[config.mk]
export PLATFORM = sky130hd
export DESIGN_NAME = sorted_priority_queue
export DESIGN_NICKNAME = d
export VERILOG_FILES = /design/src/rtl/core/spq_pkg.sv /design/src/rtl/core/spq_cell.sv /design/src/rtl/core/sorted_priority_queue.sv
export SDC_FILE = /design/constraint.sdc
export NUM_CORES = 2
export LEC_CHECK = 0
export ABC_AREA = 1
export BUFFER_PORTS_ARGS = -buffer_cell sky130_fd_sc_hd__buf_2
export CAP_MARGIN = 20
export CORE_UTILIZATION = 52
export DETAILED_ROUTE_END_ITERATION = 10
export PLACE_DENSITY = 0.68
export SLEW_MARGIN = 20
export SYNTH_ARGS = -nofsm -noshare
export SYNTH_HDL_FRONTEND = slang
export SYNTH_SLANG_ARGS = --single-unit
[constraint.sdc]
create_clock -name aclk -period 7.1 [get_ports aclk]
set_clock_uncertainty 0.2 [all_clocks]
set_input_delay 0.71 -clock aclk [delete_from_list [all_inputs] [get_ports aclk]]
set_output_delay 0.71 -clock aclk [all_outputs]
set_load 0.01 [all_outputs]
[src/rtl/core/spq_pkg.sv]
// Package: shared types and constants of the sorted priority queue.
`timescale 1ns / 1ps
package spq_pkg;

    localparam int unsigned DEF_CAPACITY = 16;
    localparam int unsigned VALUE_W      = 32;
    localparam int unsigned COUNT_W      = 5;

    localparam logic OP_INSERT = 1'b0;
    localparam logic OP_REMOVE = 1'b1;

    typedef enum logic [1:0] {
        ST_DONE  = 2'd0,
        ST_EMPTY = 2'd1,
        ST_FULL  = 2'd2
    } spq_status_t;

    // broadcast to every cell of the row
    typedef struct packed {
        logic ins;
        logic rem;
    } spq_ctl_t;

endpackage

[src/rtl/core/spq_cell.sv]
// One cell of the sorted row: holds an entry and its valid flag.
`timescale 1ns / 1ps
module spq_cell
    import spq_pkg::*;
(
    input  logic                      aclk,
    input  logic                      aresetn,
    input  spq_ctl_t                  ctl,
    input  logic signed [VALUE_W-1:0] ins_value,
    input  logic signed [VALUE_W-1:0] left_entry,
    input  logic                      left_valid,
    input  logic                      left_take,
    input  logic signed [VALUE_W-1:0] right_entry,
    input  logic                      right_valid,
    output logic signed [VALUE_W-1:0] entry,
    output logic                      valid,
    output logic                      take
);

    logic signed [VALUE_W-1:0] entry_reg, entry_next;
    logic                      valid_reg, valid_next;

    // empty slot or larger entry: insert lands here or further left
    assign take = !valid_reg || (entry_reg > ins_value);

    always_comb begin
        entry_next = entry_reg;
        valid_next = valid_reg;
        if (ctl.ins) begin
            if (left_take) begin
                entry_next = left_entry;
            end else if (take) begin
                entry_next = ins_value;
            end
            valid_next = valid_reg | left_valid;
        end else if (ctl.rem) begin
            entry_next = right_entry;
            valid_next = right_valid;
        end
    end

    always_ff @(posedge aclk) begin
        entry_reg <= entry_next;
        if (!aresetn) begin
            valid_reg <= 1'b0;
        end else begin
            valid_reg <= valid_next;
        end
    end

    assign entry = entry_reg;
    assign valid = valid_reg;

endmodule

[src/rtl/core/sorted_priority_queue.sv]
// Top level: ascending priority queue built from a row of compare-and-shift cells.
//
//  channel | ports                                     | direction
//  --------+-------------------------------------------+----------
//  input   | s_valid s_ready s_opcode s_value          | in
//  result  | m_valid m_ready m_status m_removed_value  | out
//          | m_entry_count                             |
//
// Every cell compares its entry with the broadcast insert value and shifts
// against its neighbor in the same cycle as the item is accepted, so the
// cell row updates once per accepted item.
// Results sit in an output register; s_ready is high when that register is
// empty or being drained, so the input stalls for as long as m_ready holds
// back a waiting result.
// Reset (aresetn low, synchronous) empties the queue and the output register.
`timescale 1ns / 1ps
module sorted_priority_queue
    import spq_pkg::*;
#(
    parameter int unsigned CAPACITY = DEF_CAPACITY
) (
    input  logic                      aclk,
    input  logic                      aresetn,
    input  logic                      s_valid,
    output logic                      s_ready,
    input  logic                      s_opcode,
    input  logic signed [VALUE_W-1:0] s_value,
    output logic                      m_valid,
    input  logic                      m_ready,
    output logic [1:0]                m_status,
    output logic signed [VALUE_W-1:0] m_removed_value,
    output logic [COUNT_W-1:0]        m_entry_count
);

    localparam int unsigned OccW = $clog2(CAPACITY + 1);

    // cell row wiring
    logic signed [VALUE_W-1:0] cell_entry [CAPACITY];
    logic                      cell_valid [CAPACITY];
    logic                      cell_take  [CAPACITY];

    logic [OccW-1:0]           occ_reg, occ_next;
    logic                      m_valid_reg, m_valid_next;
    spq_status_t               status_reg, status_next;
    logic signed [VALUE_W-1:0] removed_reg, removed_next;
    logic [OccW+COUNT_W-1:0]   count_ext;

    logic     accept;
    logic     q_full;
    logic     q_empty;
    spq_ctl_t ctl;

    assign s_ready = !m_valid_reg || m_ready;
    assign accept  = s_valid && s_ready;
    assign q_full  = (occ_reg == OccW'(CAPACITY));
    assign q_empty = (occ_reg == '0);

    assign ctl.ins = accept && (s_opcode == OP_INSERT) && !q_full;
    assign ctl.rem = accept && (s_opcode == OP_REMOVE) && !q_empty;

    // cell 0 holds the smallest entry; inserts shift right, removes shift left
    for (genvar i = 0; i < CAPACITY; i++) begin : g_cell
        logic signed [VALUE_W-1:0] l_entry, r_entry;
        logic                      l_valid, l_take, r_valid;

        if (i == 0) begin : g_head
            assign l_entry = '0;
            assign l_valid = 1'b1;
            assign l_take  = 1'b0;
        end else begin : g_mid
            assign l_entry = cell_entry[i-1];
            assign l_valid = cell_valid[i-1];
            assign l_take  = cell_take[i-1];
        end

        if (i == CAPACITY - 1) begin : g_tail
            assign r_entry = '0;
            assign r_valid = 1'b0;
        end else begin : g_body
            assign r_entry = cell_entry[i+1];
            assign r_valid = cell_valid[i+1];
        end

        spq_cell u_cell (
            .aclk        (aclk),
            .aresetn     (aresetn),
            .ctl         (ctl),
            .ins_value   (s_value),
            .left_entry  (l_entry),
            .left_valid  (l_valid),
            .left_take   (l_take),
            .right_entry (r_entry),
            .right_valid (r_valid),
            .entry       (cell_entry[i]),
            .valid       (cell_valid[i]),
            .take        (cell_take[i])
        );
    end

    always_comb begin
        occ_next     = occ_reg;
        m_valid_next = m_valid_reg && !m_ready;
        status_next  = status_reg;
        removed_next = removed_reg;
        if (accept) begin
            m_valid_next = 1'b1;
            removed_next = '0;
            unique case (s_opcode)
                OP_INSERT: begin
                    if (q_full) begin
                        status_next = ST_FULL;
                    end else begin
                        status_next = ST_DONE;
                        occ_next    = occ_reg + 1'b1;
                    end
                end
                OP_REMOVE: begin
                    if (q_empty) begin
                        status_next = ST_EMPTY;
                    end else begin
                        status_next  = ST_DONE;
                        removed_next = cell_entry[0];
                        occ_next     = occ_reg - 1'b1;
                    end
                end
                default: status_next = status_reg;
            endcase
        end
    end

    always_ff @(posedge aclk) begin
        status_reg  <= status_next;
        removed_reg <= removed_next;
        if (!aresetn) begin
            occ_reg     <= '0;
            m_valid_reg <= 1'b0;
        end else begin
            occ_reg     <= occ_next;
            m_valid_reg <= m_valid_next;
        end
    end

    // count reported modulo 32, carried with the result
    logic [OccW-1:0] count_reg;

    always_ff @(posedge aclk) begin
        if (accept) begin
            count_reg <= occ_next;
        end
    end

    assign count_ext       = {{COUNT_W{1'b0}}, count_reg};
    assign m_entry_count   = count_ext[COUNT_W-1:0];
    assign m_valid         = m_valid_reg;
    assign m_status        = status_reg;
    assign m_removed_value = removed_reg;

endmodule

==> results.yml <==
sta:
  worst_pin_slew_ps: 1084
  holdWs_ps: 132.8
  fin_tns_setup_ps: 0
  rsz0062_at_grt: "no"
  setup_viol: 0
  slew_viol_final: 0
  slew_headroom: 0.2757
  hold_violations: 0
  worst_slack_ps: 2364
  fmax_ghz: 0.2112
  period_minus_slack_ps: 4736
  period_share: 0.6670
detailed_routing:
  vias_per_cell: 5.882
  wirelength_mm: 142.3
  firstDrtPassIters: 7
  drtIter0Drc: 4087
  drc: 0
  ant_nets: 0
  wl_per_cell_um: 20.75
  num_vias: 40350
yosys:
  synthDistinctLibCells: 40
  synth.avg_cell_area_sq_um: 7.566
  syn_nets: 6328
  synth_compound_area_frac: 0.05376
  netlist_instances: 5777
  mappedNetlistArea_sq_um: 43710
  yosys_most_used_dff: "edfxtp_1"
  synth_edf_count: 551
  synthArstFlopShare: 0
  muxShareOfSynthArea: 0
  ys_seq_area_frac: 0.3886
  synth_xor_area_frac: 0.001002
  synthAdderAreaFrac: 0.1471
  synth_top_family_by_area: "simple AND/OR/NAND/NOR gates"
  ys_ff_latch: 573
  yosysWarnings: 0
  yosys.area_share.simple: 0.3186
setup_path:
  rr_worst_depth: 16
  required_ps: 7150
  max_stage_delay_ps: 880
  r2r_start: "g_cell[12].u_cell.entry[17]$_DFFE_PP_"
  critical_path.cell_chain: "buf_2 > inv_1 > ha_1 > nand3_1 > nand2_1 > a21oi_1 > nand2_1 > nand2_1 > nand3_1 > nand2_1 > nand2_2 > nand2_2 > inv_1 > a21oi_4"
  cpMostUsedCell: "nand2_1"
  crit_path_top_delay_cell: "a21oi_4"
  worstSetupStartpointType: "input pin"
  cp_data_arrival_time_ps: 4780
  cp-startpoint: "s_value[10]"
  cp.depth: 14
  cp-end-kind: "flop"
  critPathKind: "input pin to flop"
  timing.rr.end: "g_cell[13].u_cell.entry[15]$_DFFE_PP_"
  crit_family: "simple AND/OR/NAND/NOR gates"
  crit_fanout: 34
  regToRegSetupSlack_ps: 2470
  crit_end: "g_cell[6].u_cell.entry[18]$_DFFE_PP_"
  worst-path-buf-inv: 3
power_and_ir_drop:
  p_seq_frac: 0.411
  swShare: 0.3510
  power_switching_mw: 3.905
  pwr_density_cell_nw_per_um2: 235.9
  leakage_nw: 23.52
  clock_power_share: 0.328
  p_int_mw: 7.220
  ir_worst_vdd_uv: 287.4
  p_comb_frac: 0.261
clock_tree:
  htree_levels: 3
  ctsRootBufferMaster: "clkbuf_16"
  cts_resized: 0
  cts_buffers: 70
  cts_tree: "done"
  cts_setup_buffers: 0
  cts_buffer_depth: 3
  hold_buffers: 0
  cts.clk_slew.worst_paths_ps: 60
  clock_sinks: 573
  clk_latency_ps: 640
finish:
  final_cell_count_no_fill: 6860
  area.growth.synth_to_final_pct: 7.924
  final_cell_mix: "1935 x nand2_1, 985 x nand3_1, 657 x inv_1"
  largest_reg_flops: 512
  final_common_cell: "nand2_1"
  drive_above_1_share: 0.06045
  fill_cells: 7817
  final_nets: 6286
  antenna_cells: 0
placement:
  dpl_worst_slack_ps: 1783
  gp_congestion: 0.9249
  portBuffers: 77
  placed_cells: 6733
  hpwl_mm: 100.3
grt:
  grt_max_degree: 208
  grt_pass1_wl_mm: 220.3
  antenna_found_initial: 1
  grt_pass1_vias: 38350
  grt-ovfl-total: 0
  track_usage: 0.3296
outcome:
  status: "finished clean"
floorplanning:
  die-area_sq_um: 85220
  die_w_um: 291.9
  ios: 78
  die_h_um: 291.9
  initial_core_util: 0.5289
  row_count: 105
  core_area_sq_um: 82640
hold_path:
  hp-class: "input pin to flop"
job:
  maxCapViolations: 0
[per-stage QoR]
| stage | utilization | power [mW] | cell area, sq um |
|---|---|---|---|
| floorplan | - | 6.533 | 43710 |
| global placement | 0.5436 | 7.406 | 44920 |
| detailed placement | 0.5436 | 7.464 | 44920 |
| CTS | 0.5708 | 11.09 | 47170 |
| global route | 0.5708 | 11.64 | 47170 |
| finish | 0.5708 | 11.13 | 47170 |
[kinds of logic after synthesis]
kind of cell | after synthesis
buf+inv | 967
xor+xnor | 5
simple gates | 3293
fa+ha+maj | 514
flops | 573
compound gates | 425
[layout make-up]
| class | count | area (sq um) | area share |
|---|---|---|---|
| Inverter | 661 | 2489 | 0.05276 |
| Timing Repair Buffer | 192 | 1299 | 0.02753 |
| Multi-Input combinational cell | 4237 | 22810 | 0.4835 |
| Clock buffer | 92 | 1908 | 0.04045 |
| Clock inverter | 35 | 342.8 | 0.007268 |
| Sequential cell | 573 | 16990 | 0.3601 |
| Tap cell | 1070 | 1339 | 0.02838 |
[power groups by stage]
stage | clock network, mW | logic (mW) | registers [mW]
floorplan | 0 | 2.06 | 4.47
global placement | 0 | 2.78 | 4.62
detailed placement | 0 | 2.84 | 4.62
CTS | 3.68 | 2.86 | 4.55
global route | 3.79 | 3.26 | 4.59
finish | 3.65 | 2.91 | 4.57
[per-layer routing]
| metal | wire length [um] | global-route usage |
|---|---|---|
| met5 | 12 | 0 |
| met4 | 6328 | 0.1425 |
| met3 | 12540 | 0.04970 |
| met2 | 64810 | 0.5280 |
| met1 | 58620 | 0.4426 |
[how the worst min path moves through the flow]
stage | from | end | slack, ps | cells past startpoint
after floorplan | g_cell[15].u_cell.valid$_SDFFE_PN0P_ | g_cell[15].u_cell.valid$_SDFFE_PN0P_ | 260 | 2
after global placement | g_cell[15].u_cell.valid$_SDFFE_PN0P_ | g_cell[15].u_cell.valid$_SDFFE_PN0P_ | 280 | 2
after detailed placement | g_cell[15].u_cell.valid$_SDFFE_PN0P_ | g_cell[15].u_cell.valid$_SDFFE_PN0P_ | 290 | 2
after CTS | s_valid | m_valid$_SDFF_PN0_ | 110 | 3
after global routing | s_valid | m_valid$_SDFF_PN0_ | 120 | 3
final | s_valid | m_valid$_SDFF_PN0_ | 130 | 3
[synthesized netlist by cell type, types with 24 or more instances]
master / n / area [sq um]
inv_1: 658 / 2470
nor2_1: 271 / 1017
nand4_1: 44 / 275.3
ha_1: 514 / 6431
o21a_1: 24 / 180.2
nand2_1: 1936 / 7267
o21bai_1: 36 / 270.3
buf_1: 30 / 112.6
buf_2: 106 / 530.5
buf_4: 28 / 210.2
nand3_1: 985 / 4930
a21oi_1: 277 / 1386
edfxtp_1: 551 / 16550
o21ai_0: 59 / 295.3
clkbuf_1: 128 / 480.5
[worst reg2reg max path: stages (launching register included)]
cell      delay (ps)
edfxtp_1         560
ha_1             470
nand2_1          120
nand2_1           60
nand2_1           50
nand2_1           70
nand2_1           70
nand3_1          150
a21oi_1          550
nand3_1          150
nand2_1          110
nand2_2          460
nand2_1          770
buf_4            350
nand2_1          100
nand3_1           80
nand2_1           70
Note: power is estimated with default switching activity, not from simulation.
